## config.mk

```make
export PLATFORM = sky130hd
export DESIGN_NAME = rc_pulse_to_bridge_drive
export DESIGN_NICKNAME = d
export VERILOG_FILES = /design/src/design/rcpb_pkg.sv /design/src/design/rcpb_ctrl.sv /design/src/design/rcpb_datapath.sv /design/src/design/rc_pulse_to_bridge_drive.sv
export SDC_FILE = /design/constraint.sdc
export NUM_CORES = 1
export LEC_CHECK = 0
export BUFFER_PORTS_ARGS = -buffer_cell sky130_fd_sc_hd__buf_4
export CAP_MARGIN = 20
export CORE_MARGIN = 4
export CORE_UTILIZATION = 40
export CTS_BUF_LIST = sky130_fd_sc_hd__clkbuf_8 sky130_fd_sc_hd__clkbuf_16
export CTS_CLUSTER_SIZE = 8
export DETAILED_ROUTE_END_ITERATION = 12
export PLACE_DENSITY = 0.63
export SYNTH_ARGS = -nofsm -noshare
export SYNTH_HDL_FRONTEND = slang
export SYNTH_SLANG_ARGS = --single-unit
export TNS_END_PERCENT = 100
```

## constraint.sdc

```tcl
create_clock -name clk -period 5.7 [get_ports clk]
set_input_delay 0.285 -clock clk [delete_from_list [all_inputs] [get_ports clk]]
set_output_delay 0.285 -clock clk [all_outputs]
set_load 0.03 [all_outputs]
```

## src/design/rcpb_pkg.sv

```systemverilog
// Package for the RC pulse to bridge drive block.
// Holds the payload structs, register and state codes, and the controller command bundle.
// No dependencies.
package rcpb_pkg;

  localparam int unsigned WidthBits = 16;
  localparam int unsigned DutyBits = 8;
  localparam int unsigned NumBits = WidthBits + DutyBits;
  localparam int unsigned DivSteps = DutyBits;
  localparam int unsigned StepBits = $clog2(DivSteps);

  localparam logic [WidthBits-1:0] NEUTRAL_RESET = 16'd1500;
  localparam logic [WidthBits-1:0] DEADBAND_RESET = 16'd50;
  localparam logic [WidthBits-1:0] MAX_RESET = 16'd2000;
  localparam logic [WidthBits-1:0] MIN_RESET = 16'd1000;
  localparam logic [WidthBits-1:0] WIDTH_RESET = 16'd1500;
  localparam logic [WidthBits-1:0] COUNT_MAX = 16'hFFFF;
  localparam logic [DutyBits-1:0] DUTY_FULL = 8'd255;
  localparam logic [DutyBits-1:0] DUTY_ZERO = 8'd0;

  typedef enum logic [1:0] {
    REG_NEUTRAL = 2'd0,
    REG_DEADBAND = 2'd1,
    REG_MAX = 2'd2,
    REG_MIN = 2'd3
  } cfg_reg_t;

  typedef enum logic [1:0] {
    MODE_ZERO,
    MODE_FULL,
    MODE_DIV
  } duty_mode_t;

  typedef enum logic [2:0] {
    S_IDLE,
    S_PREP,
    S_LOAD,
    S_DIV,
    S_STORE,
    S_PUBLISH
  } state_t;

  typedef struct packed {
    logic left_level;
    logic right_level;
  } item_t;

  typedef struct packed {
    logic [DutyBits-1:0] left_fwd_duty;
    logic [DutyBits-1:0] left_rev_duty;
    logic [DutyBits-1:0] right_fwd_duty;
    logic [DutyBits-1:0] right_rev_duty;
  } result_t;

  typedef struct packed {
    logic accept;
    logic prep;
    logic load;
    logic step;
    logic store;
    logic publish;
    logic ch;
  } cmd_t;

  typedef struct packed {
    logic hold;
  } status_t;

endpackage

```

## src/design/rcpb_ctrl.sv

```systemverilog
// Controller state machine for the RC pulse to bridge drive block.
// Sequences tracking, the two shared divisions and the result transfer.
// Depends on rcpb_pkg.
module rcpb_ctrl (
  input  logic             clk,
  input  logic             rst,
  input  logic             item_valid,
  output logic             item_stall,
  input  rcpb_pkg::status_t status,
  output rcpb_pkg::cmd_t   cmd
);
  import rcpb_pkg::*;

  state_t state;
  state_t state_next;
  logic ch;
  logic [StepBits-1:0] step;
  localparam logic [StepBits-1:0] LastStep = StepBits'(DivSteps - 1);

  always_comb begin
    state_next = state;
    unique case (state)
      S_IDLE: begin
        if (item_valid) begin
          state_next = S_PREP;
        end
      end
      S_PREP: state_next = S_LOAD;
      S_LOAD: state_next = S_DIV;
      S_DIV: begin
        if (step == LastStep) begin
          state_next = S_STORE;
        end
      end
      S_STORE: begin
        if (ch) begin
          state_next = S_PUBLISH;
        end else begin
          state_next = S_PREP;
        end
      end
      S_PUBLISH: begin
        if (!status.hold) begin
          state_next = S_IDLE;
        end
      end
      default: state_next = S_IDLE;
    endcase
  end

  always_comb begin
    item_stall = (state != S_IDLE);
    cmd.accept = (state == S_IDLE) && item_valid;
    cmd.prep = (state == S_PREP);
    cmd.load = (state == S_LOAD);
    cmd.step = (state == S_DIV);
    cmd.store = (state == S_STORE);
    cmd.publish = (state == S_PUBLISH) && !status.hold;
    cmd.ch = ch;
  end

  always_ff @(posedge clk) begin
    if (rst) begin
      state <= S_IDLE;
      ch <= 1'b0;
      step <= '0;
    end else begin
      state <= state_next;
      if (cmd.accept) begin
        ch <= 1'b0;
      end else if (cmd.store) begin
        ch <= ~ch;
      end
      if (cmd.load) begin
        step <= '0;
      end else if (cmd.step) begin
        step <= step + 1'b1;
      end
    end
  end

endmodule

```

## src/design/rcpb_datapath.sv

```systemverilog
// Datapath for the RC pulse to bridge drive block.
// Holds the configuration, pulse trackers, shared restoring divider and result register.
// Depends on rcpb_pkg.
module rcpb_datapath (
  input  logic                       clk,
  input  logic                       rst,
  input  logic                       cfg_we,
  input  logic [1:0]                 cfg_index,
  input  logic [rcpb_pkg::WidthBits-1:0] cfg_data,
  input  rcpb_pkg::item_t            item,
  input  rcpb_pkg::cmd_t             cmd,
  output rcpb_pkg::status_t          status,
  output logic                       result_valid,
  input  logic                       result_stall,
  output rcpb_pkg::result_t          result
);
  import rcpb_pkg::*;

  logic [WidthBits-1:0] neutral_width;
  logic [WidthBits-1:0] deadband_width;
  logic [WidthBits-1:0] max_width;
  logic [WidthBits-1:0] min_width;

  logic [1:0] prev;
  logic [1:0] level;
  logic [WidthBits-1:0] count [2];
  logic [WidthBits-1:0] count_next [2];
  logic [WidthBits-1:0] width [2];
  logic [WidthBits-1:0] width_next [2];

  logic [WidthBits-1:0] x;
  logic [WidthBits:0] up;
  logic signed [WidthBits+1:0] dn;
  logic signed [WidthBits+1:0] den_s;
  logic is_fwd;
  logic is_rev;
  logic [WidthBits-1:0] mag_next;
  duty_mode_t mode_next;

  logic [WidthBits-1:0] mag;
  logic [WidthBits-1:0] den;
  logic dir_fwd;
  duty_mode_t mode;

  logic [NumBits-1:0] num;
  logic [WidthBits-1:0] rem;
  logic [DutyBits-1:0] num_lo;
  logic [DutyBits-1:0] quot;
  logic [WidthBits:0] rem_sh;
  logic rem_ge;
  logic [WidthBits:0] rem_diff;
  logic [DutyBits-1:0] duty;

  result_t res;

  assign level = {item.right_level, item.left_level};
  assign status.hold = result_valid && result_stall;

  always_ff @(posedge clk) begin
    if (rst) begin
      neutral_width <= NEUTRAL_RESET;
      deadband_width <= DEADBAND_RESET;
      max_width <= MAX_RESET;
      min_width <= MIN_RESET;
    end else if (cfg_we) begin
      unique case (cfg_reg_t'(cfg_index))
        REG_NEUTRAL: neutral_width <= cfg_data;
        REG_DEADBAND: deadband_width <= cfg_data;
        REG_MAX: max_width <= cfg_data;
        REG_MIN: min_width <= cfg_data;
      endcase
    end
  end

  always_comb begin
    for (int i = 0; i < 2; i++) begin
      count_next[i] = count[i];
      width_next[i] = width[i];
      if (level[i] && !prev[i]) begin
        count_next[i] = '0;
      end else begin
        if (count[i] != COUNT_MAX) begin
          count_next[i] = count[i] + 1'b1;
        end
        if (!level[i] && prev[i]) begin
          width_next[i] = count_next[i];
        end
      end
    end
  end

  always_ff @(posedge clk) begin
    if (rst) begin
      prev <= '0;
      for (int i = 0; i < 2; i++) begin
        count[i] <= '0;
        width[i] <= WIDTH_RESET;
      end
    end else if (cmd.accept) begin
      prev <= level;
      for (int i = 0; i < 2; i++) begin
        count[i] <= count_next[i];
        width[i] <= width_next[i];
      end
    end
  end

  always_comb begin
    x = width[cmd.ch];
    up = {1'b0, neutral_width} + {1'b0, deadband_width};
    dn = $signed({2'b00, neutral_width}) - $signed({2'b00, deadband_width});
    is_fwd = ({1'b0, x} > up);
    is_rev = ($signed({2'b00, x}) < dn);
    if (is_fwd) begin
      mag_next = x - up[WidthBits-1:0];
      den_s = $signed({2'b00, max_width}) - $signed({1'b0, up});
    end else begin
      mag_next = dn[WidthBits-1:0] - x;
      den_s = dn - $signed({2'b00, min_width});
    end
    if (!is_fwd && !is_rev) begin
      mode_next = MODE_ZERO;
    end else if (den_s == '0) begin
      mode_next = MODE_FULL;
    end else if (den_s[WidthBits+1]) begin
      mode_next = MODE_ZERO;
    end else begin
      mode_next = MODE_DIV;
    end
  end

  always_comb begin
    num = {mag, {DutyBits{1'b0}}} - {{DutyBits{1'b0}}, mag};
    rem_sh = {rem, num_lo[DutyBits-1]};
    rem_ge = (rem_sh >= {1'b0, den});
    rem_diff = rem_sh - {1'b0, den};
    unique case (mode)
      MODE_ZERO: duty = DUTY_ZERO;
      MODE_FULL: duty = DUTY_FULL;
      MODE_DIV: duty = quot;
      default: duty = DUTY_ZERO;
    endcase
  end

  always_ff @(posedge clk) begin
    if (cmd.prep) begin
      mag <= mag_next;
      den <= den_s[WidthBits-1:0];
      dir_fwd <= is_fwd;
      mode <= mode_next;
    end
    if (cmd.load) begin
      rem <= num[NumBits-1:DutyBits];
      num_lo <= num[DutyBits-1:0];
      quot <= '0;
      if (mode == MODE_DIV && num >= {den, {DutyBits{1'b0}}}) begin
        mode <= MODE_FULL;
      end
    end
    if (cmd.step) begin
      rem <= rem_ge ? rem_diff[WidthBits-1:0] : rem_sh[WidthBits-1:0];
      num_lo <= {num_lo[DutyBits-2:0], 1'b0};
      quot <= {quot[DutyBits-2:0], rem_ge};
    end
    if (cmd.store) begin
      if (cmd.ch) begin
        res.right_fwd_duty <= dir_fwd ? duty : DUTY_ZERO;
        res.right_rev_duty <= dir_fwd ? DUTY_ZERO : duty;
      end else begin
        res.left_fwd_duty <= dir_fwd ? duty : DUTY_ZERO;
        res.left_rev_duty <= dir_fwd ? DUTY_ZERO : duty;
      end
    end
    if (cmd.publish) begin
      result <= res;
    end
  end

  always_ff @(posedge clk) begin
    if (rst) begin
      result_valid <= 1'b0;
    end else begin
      result_valid <= cmd.publish || (result_valid && result_stall);
    end
  end

endmodule

```

## src/design/rc_pulse_to_bridge_drive.sv

```systemverilog
// Top level of the RC pulse to bridge drive block.
// Joins the controller and the datapath; depends on rcpb_pkg, rcpb_ctrl and rcpb_datapath.
//
// The item channel (item_valid, item_stall, item) carries one sample of the left and
// right servo pulse levels per microsecond tick. A transfer happens on a rising edge
// of clk with item_valid high and item_stall low. Each accepted item yields exactly
// one result on the result channel (result_valid, result_stall, result) holding the
// forward and reverse duties of both motors, computed from the pulse widths after
// that item.
// After its transfer, each item is processed in full before the block takes the next item:
// one shared 8-step restoring divider serves the left channel and then the right, with
// a setup and a load state before and a store state after each division. The result is
// then registered into the output register once both divisions are stored.
// The result sits in an output register. A stalled result waits there; the next item is
// still taken, but its result and the item after it wait until the old result moves out.
// Configuration writes (cfg_we, cfg_index, cfg_data) take effect at once; the user must
// make them only while no item is in flight, as the block itself does not enforce it.
// Reset clears the pulse trackers, sets both latched widths to 1500, loads the register
// defaults and empties the output register.
module rc_pulse_to_bridge_drive (
  input  logic                           clk,
  input  logic                           rst,
  input  logic                           cfg_we,
  input  logic [1:0]                     cfg_index,
  input  logic [rcpb_pkg::WidthBits-1:0] cfg_data,
  input  logic                           item_valid,
  output logic                           item_stall,
  input  rcpb_pkg::item_t                item,
  output logic                           result_valid,
  input  logic                           result_stall,
  output rcpb_pkg::result_t              result
);
  import rcpb_pkg::*;

  cmd_t cmd;
  status_t status;

  rcpb_ctrl u_ctrl (
    .clk       (clk),
    .rst       (rst),
    .item_valid(item_valid),
    .item_stall(item_stall),
    .status    (status),
    .cmd       (cmd)
  );

  rcpb_datapath u_datapath (
    .clk         (clk),
    .rst         (rst),
    .cfg_we      (cfg_we),
    .cfg_index   (cfg_index),
    .cfg_data    (cfg_data),
    .item        (item),
    .cmd         (cmd),
    .status      (status),
    .result_valid(result_valid),
    .result_stall(result_stall),
    .result      (result)
  );

  assert property (@(posedge clk) disable iff (rst)
    cmd.publish |-> !(result_valid && result_stall))
    else $error("A new result would overwrite a stalled result.");

  assert property (@(posedge clk) disable iff (rst)
    (item_valid && !item_stall) |=> item_stall)
    else $error("The block took no time to process an accepted item.");

  assert property (@(posedge clk) disable iff (rst)
    $rose(result_valid) |-> $past(cmd.publish))
    else $error("A result appeared without being computed.");

endmodule

```

After elaboration in Yosys (flattened, before gate mapping)
Memory sizes are Yosys's and may differ from the RTL's. A register that Yosys moved wholly into a read port is not among the register bits.
Index checks and enable logic that the tools add are counted.
{"block": "classes", "n_addsub": 11, "magnitude_cmp": 4, "n_eq_ne": 20, "muxes": 42, "bitwise": 5, "reduce_logical": 33}
{"cell": "two-way mux 16 bit", "n": 16}
{"cell": "two-way mux 8 bit", "n": 6}
{"cell": "subtractor 16 bit", "n": 3}
{"cell": "adder 16 x 1 -> 16 bit (second input constant)", "n": 2}
{"cell": "!= test 16 bit (second input constant)", "n": 2}
{"cell": "greater-or-equal comparator 24 bit", "n": 1}
{"cell": "subtractor 24 x 16 -> 24 bit", "n": 1}
{"cell": "logical NOT 18 bit", "n": 1}
{"cell": "< comparator 17 x 18 -> 1 bit", "n": 1}
{"cell": "two-way mux 18 bit", "n": 1}
{"cell": "one-hot mux 3 bit (6 select lines)", "n": 1}
{"cell": "subtractor 16 x 17 -> 18 bit", "n": 1}
{"cell": "subtractor 18 x 17 -> 18 bit", "n": 1}
{"cell": "adder 16 x 16 -> 17 bit", "n": 1}
{"cell": "greater-or-equal comparator 17 x 16 -> 1 bit", "n": 1}
{"cell": "greater-than comparator 16 x 17 -> 1 bit", "n": 1}
{"cell": "subtractor 16 x 16 -> 17 bit", "n": 1}
{"cell": "one-hot mux 8 bit (2 select lines)", "n": 1}
{"cell": "two-way mux 2 bit", "n": 6}
{"cell": "two-way mux 3 bit", "n": 4}
{"cell": "AND reduction 2 bit", "n": 6}
{"cell": "== test 3 bit (second input constant)", "n": 3}
{"cell": "logical AND 1 bit", "n": 9}
{"cell": "AND reduction 3 bit", "n": 3}
{"cell": "18 further kinds", "n": 42}
{"block": "word_totals", "ff_bits": 205, "ram_bits": 64, "input_bits": 25, "out_inout_bits": 34, "elab_cells": 142, "n_memories": 2}
{"name": "u_datapath.count", "depth": 2, "word_bits": 16, "rd": 2, "rd_clocked_by_memory_dff": 0, "write_ports": 2, "line": "rcpb_datapath.sv:26", "rtl": "logic [WidthBits-1:0] count [2];"}
{"name": "u_datapath.width", "depth": 2, "word_bits": 16, "rd": 1, "rd_clocked_by_memory_dff": 1, "write_ports": 2, "line": "rcpb_datapath.sv:28", "rtl": "logic [WidthBits-1:0] width [2];"}

Longest topological paths before layout
Gate-level depths: netlist of the first run.
{"block": "depth", "depth_word": 9, "ltp_mapped": 25, "mapped_depth_nobuf": 24}

Cells and area by module
Synthesis of the first run repeated with hierarchy kept, for this count alone.
{"block": "hier_totals", "hier_cells": 1838, "hier_area_um2": 17346.6}
{"module": "rcpb_datapath", "n_inst": 1, "cells_each": 1789, "area_each_um2": 16925.0, "seq_area_each_um2": 7166.9}
{"module": "rcpb_ctrl", "n_inst": 1, "cells_each": 49, "area_each_um2": 421.7, "seq_area_each_um2": 140.1}

Least setup slack after synthesis of the first run
Ideal clock, no wire load.
{"block": "synth_timing", "path_type": "reg-to-reg", "start": "register u_datapath.deadband_width[1]", "end": "register u_datapath.den[10] (data pin)", "setup_ns": 0.262, "arrival_ns": 4.336, "t_required_ns": 5.438, "setup_slack_ns": 1.102, "stages_incl_launch_ff": 23, "path_buffers": 2, "synth_period_minus_slack_ns": 4.598, "cell_sequence": "dfxtp_1 > inv_1 > ha_1 > nor2b_1 > o311a_1 > o41a_1 > or2_2 > a21oi_1 > nor2_1 > nor2_1 > xnor2_1 > ha_1 > nand2_1 > o21ai_0 > or3_1 > o21ai_1 > a21oi_1 > a31o_2 > nor2_1 > a2111oi_4 > buf_6 > buf_6 > mux2_1"}
{"block": "synth_via", "elab_chain_cells": 3, "elab_cells_between_ends": 6, "classes_between": "add/sub: 4; order compare: 1; mux: 1"}
{"item": "from (decl)", "line": "rcpb_datapath.sv:20", "rtl": "logic [WidthBits-1:0] deadband_width;"}
{"item": "from (signal assigned)", "line": "rcpb_datapath.sv:68", "rtl": "REG_DEADBAND: deadband_width <= cfg_data;"}
{"item": "subtractor 16 x 16 -> 17 bit / adder 16 x 16 -> 17 bit (equally long branches)", "line": "rcpb_datapath.sv:111, rcpb_datapath.sv:110"}
{"item": "subtractor 18 x 17 -> 18 bit (tied with other cells)", "line": "rcpb_datapath.sv:119", "rtl": "den_s = dn - $signed({2'b00, min_width});"}
{"item": "two-way mux 18 bit *", "line": "rcpb_datapath.sv:114", "rtl": "if (is_fwd) begin"}
{"item": "via u_datapath.den_s[10]", "line": "rcpb_datapath.sv:34", "rtl": "logic signed [WidthBits+1:0] den_s;"}
{"item": "to (signal assigned)", "line": "rcpb_datapath.sv:148", "rtl": "den <= den_s[WidthBits-1:0];"}
{"item": "to (decl)", "line": "rcpb_datapath.sv:41", "rtl": "logic [WidthBits-1:0] den;"}
Mark *: on every way through the listed nets, which the timed path passes. The rest lies on a longest branch.
A chain may end at the register's enable or synchronous reset.

Worst setup path in the final report of the first run
{"block": "layout_timing", "start": "register u_datapath.deadband_width[1]", "end": "register u_datapath.mode[1]"}
{"block": "layout_via", "elab_chain_cells": 9, "elab_cells_between_ends": 17, "classes_between": "add/sub: 4; order compare: 2; mux: 7; reduce/logical: 4"}
{"item": "subtractor 16 x 16 -> 17 bit / adder 16 x 16 -> 17 bit (equally long branches)", "line": "rcpb_datapath.sv:111, rcpb_datapath.sv:110"}
{"item": "subtractor 18 x 17 -> 18 bit (tied with other cells)", "line": "rcpb_datapath.sv:119"}
{"item": "two-way mux 18 bit", "line": "rcpb_datapath.sv:114"}
{"item": "logical NOT 18 bit / two-way mux 2 bit (equally long branches)", "line": "rcpb_datapath.sv:123, rcpb_datapath.sv:125"}
{"item": "two-way mux 2 bit", "line": "rcpb_datapath.sv:123", "rtl": "end else if (den_s == '0) begin"}
{"item": "two-way mux 2 bit *", "line": "rcpb_datapath.sv:121", "rtl": "if (!is_fwd && !is_rev) begin"}
{"item": "two-way mux 2 bit *", "line": "rcpb_datapath.sv:146", "rtl": "if (cmd.prep) begin"}
{"item": "two-way mux 2 bit", "line": "rcpb_datapath.sv:156", "rtl": "if (mode == MODE_DIV && num >= {den, {DutyBits{1'b0}}}) begin"}
{"item": "two-way mux 2 bit *", "line": "rcpb_datapath.sv:152", "rtl": "if (cmd.load) begin"}
{"item": "to (signal assigned)", "line": "rcpb_datapath.sv:150", "rtl": "mode <= mode_next;"}
{"item": "to (decl)", "line": "rcpb_datapath.sv:43", "rtl": "duty_mode_t mode;"}
Every way passes the cells marked *; elsewhere a longest branch is shown, timed or not.

==> flow_results.org, run 1 <==
** Flow run
- Number of max-cap violations :: 0

** Pwr
- Total Power :: approximately 7.1 mW
- Reported leakage power :: roughly 8 nW
- Power density over the cells :: 356 mW/mm²
- IR analysis of the VDD net gives a maximum drop of ~0.28 mV.

** Final layout
- In the final design database the tool counted about 2100 nets.
- The library cells used most frequently in the layout, excluding fill and tap cells, are nand2_1 (208), edfxtp_1 (192), nor2_1 (183).
- Area growth from synthesis to layout :: 13.9%
- Commonest non-fill, non-tap cell in the layout :: nand2_1
- Of the cells placed in the final design, the portion with a size suffix greater than 1 is approximately 8.6%.
- Ant diodes :: 0
- Counting the fill cells in the layout gives approximately 4000.
- Final cell count without fillers :: about 2500

** STA
- The number of endpoints with negative hold slack in the final report was 0.
- Worst slew margin relative to its limit :: between 40% and 50%
- Number of max-slew violations in the final report :: 0
- At the pin with the least slew margin, the transition time is ~0.86 ns.
- Layout Skew :: ~0.025 ns
- Counting I/O delays and the setup requirement, the final critical path takes ~5.2 ns.
- Setup violations remaining at the end of the flow were counted as 0.
- Setup repair after global routing left no endpoint under its margin.
- Setup TNS :: 0 ns
- Based on the critical path, the design can be clocked at up to 191 MHz.
- The worst path uses approximately nine tenths of the clock period.
- Worst slack on hold paths :: between 0.05 and 0.06 ns

** Logic synthesis
- Sequential elements use 42.0% of the synthesized area.
- Summed over its instances, the top area cell type makes up roughly a third of the synthesized netlist area.
- In this run the mean area of a mapped cell was 9.44 µm².
- In this run, distinct cell masters in the synthesized netlist total between 80 and 90.
- Synthesized netlist cell count :: ~1800
- Adder and majority cell fraction of the synthesized area :: 12.4%
- Summing the areas of all and, or, nand and nor instances in the mapped netlist gives 16.8% of the synthesized area.
- Post-synthesis sequential element count :: 270
- The most used flip-flop cell after synthesis is edfxtp_1.
- In this run the cell area of the synthesized design comes to about 0.017 mm².
- After synthesis, the cell types taking the most area are edfxtp_1 (33%), ha_1 (12%), dfxtp_1 (9.0%).
- Fraction of the mapped netlist area in compound gates :: 15.5%
- Share of synthesized flip-flops with an asynchronous set or reset :: 0%
- The number of nets in the synthesized netlist is 2040.
- Number of synthesized flops with an enable pin :: roughly 190
- Yosys warning total :: 0
- Share of synthesized area spent on multiplexers :: under 10%
- Combinational family with the most area after synthesis :: simple AND/OR/NAND/NOR gates
- Area share of xor/xnor cells in the synthesized design :: 6.11%
- Cell taking the most area after synthesis :: edfxtp_1

** Detailed routing
- The pre-antenna-repair detailed-routing pass consisted of 5 iterations.
- First DRT Iteration DRCs :: 885
- The routed design uses 1890 µm of met3 wire.
- The routed layout has around 13000 vias.
- For this run, design rule violations remaining after detail routing come to 0.
- The detailed router put a total of 20200 µm of wire on met1.
- Highest metal layer with signal wires :: met4
- Average vias per placed instance :: about 5.3
- Final ANT Viol Nets :: 0
- Detailed-route wire length :: ~43000 µm
- In the detailed route, the total length drawn on met2 is just under 20000 µm.
- After detailed routing, the average wire length per cell comes to roughly 17 µm.

** Critical path
- Setup slack on the worst reg-to-reg path comes out at 0.48 ns.
- The most critical setup path has its endpoint at u_datapath.mode[1]$_DFF_P_.
- STA puts the critical path data required time at slightly above 6 ns.
- Worst R2R Start :: u_datapath.deadband_width[1]$_SDFFE_PP1P_
- Critical register-to-register path endpoint :: u_datapath.mode[1]$_DFF_P_
- The critical path starts at u_datapath.deadband_width[1]$_SDFFE_PP1P_.
- Kind of capture point of the worst setup path :: register
- STA classifies the critical path startpoint as a register.
- Data arrival time of the worst path :: between 5 and 6 ns
- CP Max Fanout :: 47
- WS Path Type :: register to register
- For the worst flop-to-flop path, the logic depth is 22.

** GRT
- Grt ovf :: 0
- Aggregate global-route resource usage :: 18.1%
- The number of global-route vias before repair is ~13000.
- The first global-routing pass estimated between 60000 and 70000 µm of wire.
- The number of antenna violations at the first check in global routing came to 0.
- Largest net degree at the start of global routing :: 79

** Clock tree
- Maximum level of the CTS H-tree :: 2
- Buffers inserted by post-CTS timing repair :: 0
- CTS buffer count :: 40
- The tree is rooted in a clkbuf_16.
- Clock latency on the worst-skew pair, taken at its later pin, is 0.56 ns.
- Maximum buffer depth of the clock tree :: 3
- Clock-pin slew was measured on the worst setup and hold paths at ~0.05 ns.
- Clock tree from TritonCTS :: built
- Number of clock sinks seen by CTS :: 270

** Placed design
- IO Port Bufs :: between 50 and 60
- Routability-driven placement finished with a final weighted congestion of just over 0.9.
- The wire-length estimate of the detail-placed layout is around 33000 µm.
- Cell total after placement :: between 2000 and 2500

** Floorplanning
- Core area :: 0.0431 mm²
- Height of the die :: 217 µm
- In this run the core area contains between 70 and 80 standard-cell rows.
- Effective utilization at floorplan :: a little over 40%
- Horizontal die dimension :: 217 µm
- The floorplan step defined a die boundary enclosing 0.0470 mm².
- Ports placed on the boundary :: 59

** Worst hold path
- Tightest Hold Check Type :: input pin to register

** Run status
- Status :: finished clean
## routing by layer
layer | vias to the layer above | global-route usage, %
li1 | 6704 | -
met1 | 6256 | 24.8
met2 | 297 | 29.1
met3 | 63 | 2.92
met4 | 0 | 6.49
met5 | - | 0
## cell usage after synthesis, types with 22 or more instances
cell type and count:
clkbuf_1 52, nor3_1 30, nand3_1 36, a21o_1 33, edfxtp_1 192, ha_1 161
dfxtp_1 78, nand2_1 208, xor2_1 39, nand4_1 24, nor2_1 183, a21oi_1 160
mux2i_1 30, xnor2_1 80, nor2b_1 23, o21ai_0 70, o21a_1 22, inv_1 138
nand3b_1 25
## worst min-delay path by stage
stage | start | to | slack (ns) | cells after the start
floorplan | u_datapath.res[0]$_DFFE_PP_ | u_datapath.result[0]$_DFFE_PP_ | 0.40 | 0
global placement | u_datapath.res[21]$_DFFE_PP_ | u_datapath.result[21]$_DFFE_PP_ | 0.41 | 0
detailed placement | u_datapath.res[15]$_DFFE_PP_ | u_datapath.result[15]$_DFFE_PP_ | 0.40 | 0
CTS | item_valid | u_ctrl.state[0]$_SDFFE_PP0P_ | 0.04 | 3
global route | item_valid | u_ctrl.state[0]$_SDFFE_PP0P_ | 0.05 | 3
finish | item_valid | u_ctrl.state[0]$_SDFFE_PP0P_ | 0.06 | 3
## sequential cells by signal, summed over array words and instances (netlist names), 3 cells and up, named ones only
signal / count
u_datapath.count: 32
u_datapath.res: 32
u_datapath.result: 32
u_datapath.width: 32
u_datapath.deadband_width: 16
u_datapath.den: 16
u_datapath.mag: 16
u_datapath.max_width: 16
u_datapath.min_width: 16
u_datapath.neutral_width: 16
u_datapath.rem: 16
u_datapath.num_lo: 8
u_datapath.quot: 8
u_ctrl.state: 3
u_ctrl.step: 3
## layout make-up
| class | count | area [µm²] | area share, % |
|---|---|---|---|
| clock inverter | 29 | 166 | 0.837 |
| timing repair buffer | 91 | 751 | 3.78 |
| sequential | 270 | 7330 | 36.9 |
| clock buffer | 41 | 1010 | 5.11 |
| multi-input combinational | 1377 | 9360 | 47.1 |
| tap | 585 | 732 | 3.68 |
| inverter | 139 | 522 | 2.63 |
## cell families (layout without fill, tap and decap cells)
group | Yosys count | after routing
XOR/XNOR | 120 | 120
AO/OA/AOI/OAI | 418 | 418
flip-flops | 270 | 270
adder cells (fa/ha/maj) | 168 | 168
AND/OR/NAND/NOR | 624 | 624
multiplexers | 47 | 47
buffers and inverters | 200 | 300
## where the power goes
| part | internal (mW) | leakage, nW | switching, mW |
|---|---|---|---|
| Clock | 1.29 | 0.664 | 0.872 |
| Combinational | 1.00 | 4.85 | 1.47 |
| Sequential | 2.34 | 2.45 | 0.110 |
## worst max-delay path, stage by stage (launching register included)
cell	delay, ns
dfxtp_1	0.40
inv_1	0.11
ha_1	0.31
nor2b_1	0.07
o311a_1	0.31
o41a_1	0.39
or2_2	0.32
a21oi_1	0.15
nor2_1	0.05
nor2_1	0.12
xnor2_1	0.16
ha_1	0.39
nand2_1	0.06
o21ai_0	0.18
o21bai_1	0.14
o21ai_1	0.17
nor4_1	0.30
a31o_2	0.18
nor2_1	0.08
a2111oi_4	0.36
buf_12	0.29
mux2_1	0.37
a31o_1	0.21
## metrics by stage
stage / setup WS, ns / area (µm²) / utilization [%]
floorplan: 1.10 / 17400 / -
global placement: 0.667 / 18500 / 42.9
detailed placement: 0.489 / 18500 / 42.9
CTS: 0.476 / 19800 / 46.1
global route: 0.148 / 19900 / 46.1
finish: 0.475 / 19900 / 46.1
## timing repair
| action | in CTS | in global routing |
|---|---|---|
| setup endpoints to repair | 0 | 1 |
| resized for setup | 0 | 1 |
| hold buffers | 19 | 0 |
| endpoints found under the hold margin | 56 | 0 |
(Power assumes the default switching activity.)
==> run 2: changes to the inputs <==
MAX_ROUTING_LAYER = met4   (was default)
SYNTH_HIERARCHICAL = 1   (was default)
clock period = 6.1 ns   (was 5.7 ns; I/O delays follow)
==> run 2 against run 1 <==
Register-to-register slack hardly changed. Synthesized cell count is 0.49% lower. Final area is 1.3% lower. Area after synthesis is 0.53% lower. Global-route usage is 0.43 points higher. Clock power is 10% lower. Sequential power is 8.2% lower.
==> flow_results.org, run 2 <==
** Floorplanning
- Effective utilization at floorplan :: 40.4%
- Ports placed on the boundary :: 59
- The floorplan step defined a core boundary enclosing around 0.043 mm².
- Height of the die :: between 200 and 250 µm
- Row generation in the floorplan step produced 76 rows.
- Die ar. :: between 0.04 and 0.05 mm²
- The die is between 200 and 250 µm wide.

** Logic synthesis
- Share of synthesized flip-flops with an asynchronous set or reset :: 0%
- The share of the Yosys chip area taken by registers is 42.1%.
- The synthesized netlist contains 87 unique library cells.
- The cell count after synthesis came out at around 1800.
- Yosys warning total :: 6
- Most frequent cell after synthesis :: nor2_1
- Cell taking the most area after synthesis :: edfxtp_1
- Main area contributors after synthesis :: edfxtp_1 (33%), ha_1 (11%), dfxtp_1 (8.9%)
- Post-Synthesis Net Count :: between 2000 and 2500
- Most frequent cells after synthesis :: nor2_1 (218), nand2_1 (195), edfxtp_1 (192), ha_1 (157), a21oi_1 (155)
- Top_reg_cell synth :: edfxtp_1
- Post-synthesis sequential element count :: around 270
- The synthesized design devotes to its leading area cell type 33.2% of total area.
- Post-synthesis average cell area :: around 9.4 µm²
- Combined area of all synthesized cells :: 0.0173 mm²
- Number of synthesized flops with an enable pin :: ~190

** Pwr
- Registers are responsible for a little over a third of the overall power.
- Reported leakage power :: slightly below 8 nW
- Peak supply drop :: 0.223 mV
- The clock network burns 30.6% of the power.
- Summing internal, switching and leakage power gives roughly 6.4 mW.
- Of the total power, the share spent switching nets is around a third.
- The internal power of the cells totals 4.19 mW.
- In this run the power spent charging and discharging nets is 2.17 mW.
- Power density over the cells :: roughly 320 mW/mm²
- Part of the total power dissipated in combinational logic :: around 34%

** STA
- After routing, the total negative slack on setup checks comes to 0 ns.
- Setup violations remaining at the end of the flow were counted as 0.
- Counting I/O delays and the setup requirement, the final critical path takes around 5.6 ns.
- On the final layout, the worst clock skew is 0.0266 ns.
- After layout, the worst setup slack is approximately 0.48 ns.
- The number of max-slew violations in the final report is 0.
- Worst Tran Pin Value :: roughly 1.1 ns
- In the finished design, the share of the clock period the worst path needs comes to 92.1%.
- The worst pin sits at a relative slew slack of a little over a quarter.
- Hold Violations, Final :: 0
- Setup repair after global routing left no endpoint under its margin.
- Timing would allow up to 178 MHz.

** Placed design
- IO Port Bufs :: 58
- GP Congestion :: approximately 0.97
- Half-perimeter wire length of the detailed placement result :: between 30000 and 40000 µm
- Pre-CTS worst setup slack :: around 0.51 ns

** Final layout
- Share of cells above drive strength 1 :: under 10%
- The net count of the finished layout is ~2100.
- Ant diodes :: 0
- Commonest non-fill, non-tap cell in the layout :: nor2_1
- Area growth from synthesis to layout :: 13.0%
- Most frequent cells in the layout :: nor2_1 (218), nand2_1 (195), edfxtp_1 (192)
- After filler insertion, the fill cell instance count of the layout stands at about 4200.
- Measured on the finished design, the core utilization comes to 45.6%.

** Run status
- The run finished with clean final reports.

** Detailed routing
- Average vias per placed instance :: roughly 5.3
- Detailed-route wire length :: 42700 µm
- Final ANT Viol Nets :: 0
- DRC Markers :: 0
- First DRT Iteration DRCs :: 792
- The routed layout has approximately 13000 vias.
- For this run, the detailed router's first-pass iteration total came to 7.
- Dividing the detail-routed wire length by the instance count gives between 15 and 20 µm.

** Critical path
- The critical path starts at u_datapath/neutral_width[0]$_SDFFE_PP0P_.
- Across all register-to-register paths, the minimum setup slack is 0.48 ns.
- Of all nets on the critical path, the largest fanout is 39.
- CP Data Required Time :: 6.53 ns
- WS Path Type :: register to register
- Crit path launch type :: register
- Worst R2R Start :: u_datapath/neutral_width[0]$_SDFFE_PP0P_
- Kind of capture point of the worst setup path :: register
- Data arrives at the worst endpoint at between 6 and 7 ns.

** Flow run
- Across the run, the number of max-cap violations was 0.

** Clock tree
- The clock drives between 200 and 300 sinks.
- The later pin in the worst-skew pair is clocked with a latency of ~0.55 ns.
- Clock tree synthesis inserted a total of 39 buffers.
- Clock-pin slew was measured on the worst setup and hold paths at approximately 0.060 ns.
- Maximum buffer depth of the clock tree :: 3
- CTS root buf :: clkbuf_16
- The clock tree synthesis step divided the H-tree into 2 levels.
- Buffers inserted by post-CTS timing repair :: 0
- Clock tree from TritonCTS :: built

** GRT
- Aggregate global-route resource usage :: around 19%
- Largest net degree at the start of global routing :: 51
- Via count of the first global-routing pass :: between 10000 and 15000
- Initial antenna violation count :: 0
- Grt ovf :: 0
- The first global-routing pass estimated 68500 µm of wire.

** Worst hold path
- Tightest Hold Check Type :: input pin to register
- The startpoint identified for the worst hold timing path is cfg_data[14].
run 2: worst paths after layout:
kind,to,cells after the start
worst max-delay path,u_datapath/mode[1]$_DFF_P_,24
worst min-delay path,u_datapath/deadband_width[14]$_SDFFE_PP0P_,3
worst max register to register,u_datapath/mode[1]$_DFF_P_,24
worst min register to register,u_datapath/result[7]$_DFFE_PP_,0
run 2: kinds of logic after synthesis:
kind of cell	count (synthesis)	share of synthesized area, %
adders and majority gates	166	12.2
DFF	269	42.1
muxes	43	2.60
and+or+nand+nor	654	17.8
AOI/OAI and AO/OA	397	14.8
buffers and inverters	188	4.34
xor gates and xnor gates	121	6.11
run 2: layer usage:
metal  up-vias  track usage, %  wire [µm]
met5         -               -          0
met4         0            6.23       1300
met3        67            2.51       1750
met1      6246            23.8      19600
li1       6649               -          -
met2       274            30.4      20000
run 2: layout make-up:
class / instances / area [µm²] / area share (%)
inverter: 130 / 488 / 2.49
tap: 585 / 732 / 3.73
multi-input combinational: 1381 / 9310 / 47.5
clock inverter: 21 / 96.3 / 0.491
timing repair buffer: 84 / 672 / 3.43
sequential: 269 / 7310 / 37.3
clock buffer: 40 / 1000 / 5.11
run 2: repair_timing:
action,in CTS,in global routing
hold buffers,12,0
resized for setup,0,0
endpoints found under the hold margin,20,0
run 2: critical path, cell delays in order, from the launching register on:
cell and delay (ns):
dfxtp_1 0.32, ha_1 0.23, fa_1 0.41, nand2b_1 0.10, a21oi_1 0.09, o21ba_2 0.21, o21bai_1 0.17, nor2b_1 0.23
o21bai_1 0.09, a21oi_1 0.22, nor2_1 0.06, nor2_1 0.08, o21ai_0 0.09, xor2_1 0.34, ha_1 0.35, a21oi_1 0.16
o21ai_0 0.12, or3_1 0.31, o21ai_1 0.37, o22ai_1 0.21, o41ai_4 0.29, inv_2 0.32, o41a_1 0.51, o21ai_1 0.14
a21boi_1 0.08
run 2: power groups by stage:
stage | Sequential (mW) | Clock (mW) | Combinational (mW)
after global placement | 2.28 | 0 | 2.09
after global routing | 2.26 | 2.08 | 2.42
after CTS | 2.25 | 2.00 | 2.14
after floorplan | 2.25 | 0 | 1.63
final | 2.25 | 1.94 | 2.16
after detailed placement | 2.28 | 0 | 2.12
run 2: stage by stage:
stage | area (µm²) | hold WS [ns] | cells
after floorplan | 17300 | 0.374 | 1838
after global placement | 18400 | 0.402 | 2434
after detailed placement | 18400 | 0.405 | 2435
after CTS | 19600 | 0.00387 | 2508
after global routing | 19600 | 0.0145 | 2510
final | 19600 | 0.0263 | 2510
==> run 3: changes to the inputs <==
ABC_AREA = 1   (was default)
==> run 3 against run 2 <==
Clock skew down 0.0051 ns. Non-clock buffer count down 1. Synthesized cell count up 13%. Maximum frequency up 20%. Worst hold slack worse by 0.0054 ns. Combinational power up 34%. Register-to-register slack better by 0.94 ns. Routed wire length up 6.3%. Largest power group is now combinational logic. Clock-buffer cell count up 2. Critical path depth up 6. Sequential power up 8%.
==> flow_results.org, run 3 <==
** Run status
- The run finished with clean final reports.

** Logic synthesis
- Post-synthesis average cell area :: ~8.4 µm²
- Top_reg_cell synth :: edfxtp_1
- After synthesis, the netlist uses 56 different library cells.
- Most frequent cell after synthesis :: nand2_1
- Yosys warning total :: 6
- The commonest cells after synthesis are nand2_1 (406), inv_1 (304), edfxtp_1 (192), nor2_1 (170), a21oi_1 (163).
- In this run the cell area of the synthesized design comes to roughly 0.017 mm².
- Cell taking the most area after synthesis :: edfxtp_1
- Share of synthesized flip-flops with an asynchronous set or reset :: 0%
- After technology mapping, the gate count stands at around 2100.
- After synthesis the netlist holds a flip-flop and latch count of 269.
- Sequential element share of the synthesized area :: around two fifths
- Post-Synthesis Net Count :: 2272
- Main area contributors after synthesis :: edfxtp_1 (33%), ha_1 (11%), dfxtp_1 (8.9%)
- Of the post-synthesis cell area, the dominant cell type holds between 30% and 40%.
- Number of synthesized flops with an enable pin :: around 190

** Final layout
- The library cell used most frequently in the layout, excluding fill and tap cells, is nand2_1.
- Of the cells placed in the final design, the portion with a size suffix greater than 1 is between 8 and 9%.
- After the flow finishes, the layout carries non-filler instances totaling 2774.
- For this run, the post-layout net count is approximately 2400.
- Ant diodes :: 0
- Compared with the post-synthesis result, the final layout area differs by 13.7%.
- Leaving out fill and tap cells, the most frequent cells in the layout are nand2_1 (406), inv_1 (327), edfxtp_1 (192).

** Critical path
- Worst stage delay on the critical path :: between 0.4 and 0.5 ns
- Slack of the worst reg-to-reg path :: about 1.4 ns
- The number of cells on the worst reg-to-reg path is 30.
- Among all stages on the critical path, the largest delay is contributed by fa_1.
- WS Path Type :: register to register
- In this run the worst path has a maximum fanout of 46.
- Crit path launch type :: register
- CP Data Required Time :: ~6.5 ns
- Kind of capture point of the worst setup path :: register
- Cell occurring most often along the worst timing path :: nand2_1
- Data arrival time of the worst path :: 5.10 ns

** Clock tree
- CTS root buf :: clkbuf_16
- Clock Pin Slew Worst Setup and Hold Paths :: 0.05 ns
- Gates resized during post-CTS repair numbered 0.
- The later pin in the worst-skew pair is clocked with a latency of 0.56 ns.
- TritonCTS built the clock tree.
- CTS Hold Bufs :: 12
- The clock tree synthesis step divided the H-tree into 2 levels.
- Maximum buffer depth of the clock tree :: 3
- Post-CTS timing repair inserted 0 buffers for setup.
- Number of clock sinks seen by CTS :: about 270
- The number of clock buffers added by TritonCTS is 40.

** Worst hold path
- Tightest Hold Check Type :: input pin to register
- Hold depth :: 3

** GRT
- Entering global routing, the biggest net connects ~50 pins.
- The first global-routing pass estimated between 70000 and 80000 µm of wire.
- Aggregate global-route resource usage :: between 10% and 20%
- The total overflow left after global routing is 0.
- The number of global-route vias before repair was 13600.
- The number of antenna violations at the first check in global routing is 1.

** Floorplanning
- The die is around 220 µm wide.
- Die ar. :: 0.0469 mm²
- Effective utilization at floorplan :: 40.4%
- After floorplanning, the core was sized to cover approximately 0.043 mm².
- From bottom edge to top edge, the die measures around 220 µm.
- The floorplan has 76 rows.
- 59 I/O pins were placed.

** Detailed routing
- Average vias per placed instance :: around 5.1
- After detailed routing, the total wire length is ~45000 µm.
- First DRT Iteration DRCs :: ~900
- Via count :: approximately 14000
- First drt pass iteration count :: 6
- After detailed routing, the average wire length per cell comes to ~16 µm.
- DRC Markers :: 0
- The count of nets left with antenna violations once routing finished came out at 0.

** STA
- Setup repair after global routing left no endpoint under its margin.
- In the finished design, the share of the clock period the worst path needs comes to between 70% and 80%.
- The number of max-slew violations in the final report is 0.
- The routed design could run at a clock period as short as roughly 4.7 ns.
- Setup TNS :: 0 ns
- The number of endpoints with negative hold slack in the final report was 0.
- Worst slew margin relative to its limit :: 36.7%
- Setup violations remaining at the end of the flow were counted as 0.
- At the pin with the least slew margin, the transition time is approximately 0.95 ns.
- Layout Skew :: around 0.022 ns
- Based on the critical path, the design can be clocked at up to 214 MHz.

** Placed design
- Half-perimeter wire length of the detailed placement result :: 35700 µm
- During placement, the flow inserted port buffers numbering 58.
- Cell total after placement :: 2692
- Routability-driven placement finished with a final weighted congestion of between 0.9 and 1.

** Flow run
- Max-cap violations in this run came to 0.

** Pwr
- For this design the static power due to leakage is between 9 and 10 nW.
- Power spread over the standard cell area amounts to ~370 mW/mm².
- IR analysis of the VDD net gives a maximum drop of 0.219 mV.
==> run 3: cell count changes in the layout (fill, tap and decap cells not counted), moves of 44 or more <==
cell     delta
nor2_1     -49
nand2_1   +211
o21ai_0    +87
nand3_1    +44
xor2_1     +49
xnor2_1    -44
inv_1     +180
==> run 3: cell families after synthesis <==
| family | Yosys count | share of synthesized area [%] |
|---|---|---|
| xor gates and xnor gates | 126 | 6.34 |
| and+or+nand+nor | 763 | 18.9 |
| AOI/OAI and AO/OA | 387 | 12.2 |
| buffers and inverters | 369 | 8.22 |
| DFF | 269 | 42.0 |
| adders and majority gates | 164 | 12.1 |
| muxes | 5 | 0.295 |
==> run 3: area by class of cell <==
type / instances / area, µm²
clock inverters: 28 / 173
well taps: 585 / 732
clock buffers: 42 / 1030
fillers: 4145 / 23300
inverters: 322 / 1210
flip-flops and latches: 269 / 7310
repair buffers: 83 / 653
multi-input cells: 1445 / 8680
==> run 3: worst paths after layout <==
check	startpoint	to
setup / recovery	u_datapath/neutral_width[0]$_SDFFE_PP0P_	u_datapath/mode[1]$_DFF_P_
hold / removal	cfg_data[14]	u_datapath/neutral_width[14]$_SDFFE_PP0P_
setup reg to reg	u_datapath/neutral_width[0]$_SDFFE_PP0P_	u_datapath/mode[1]$_DFF_P_
hold reg to reg	u_datapath/res[1]$_DFFE_PP_	u_datapath/result[1]$_DFFE_PP_
==> run 3: power by group <==
group | switching [mW] | leakage, nW | total, mW | internal, mW
Combinational | 1.89 | 6.04 | 2.90 | 1.01
Clock | 0.835 | 0.667 | 2.05 | 1.21
Sequential | 0.142 | 2.43 | 2.42 | 2.28
==> run 3: worst max-delay path, delay by kind of cell (launching register included) <==
kind / cells / cell delay [ns]
and+or+nand+nor: 22 / 2.67
buffers and inverters: 2 / 0.13
AOI/OAI and AO/OA: 2 / 0.24
xor gates and xnor gates: 1 / 0.18
DFF: 1 / 0.32
adders and majority gates: 3 / 0.99
==> run 3: per-layer routing <==
| metal | global-route usage [%] | share of wire, % |
|---|---|---|
| met5 | - | 0 |
| met4 | 6.87 | 3.3 |
| met3 | 2.64 | 4.5 |
| met2 | 32.1 | 47 |
| met1 | 25.0 | 45 |
==> run 3: metrics by stage <==
stage               utilization (%)  total power [mW]  cell area, µm²  setup slack, ns  hold WS, ns
floorplan                         -              4.55           17400             2.27        0.374
global placement               42.9              5.28           18500             1.49        0.401
detailed placement             42.9              5.31           18500             1.45        0.405
CTS                            45.9              7.42           19800             1.42      0.00464
global route                   45.9              7.91           19800             1.08       0.0307
finish                         45.9              7.37           19800             1.42       0.0209
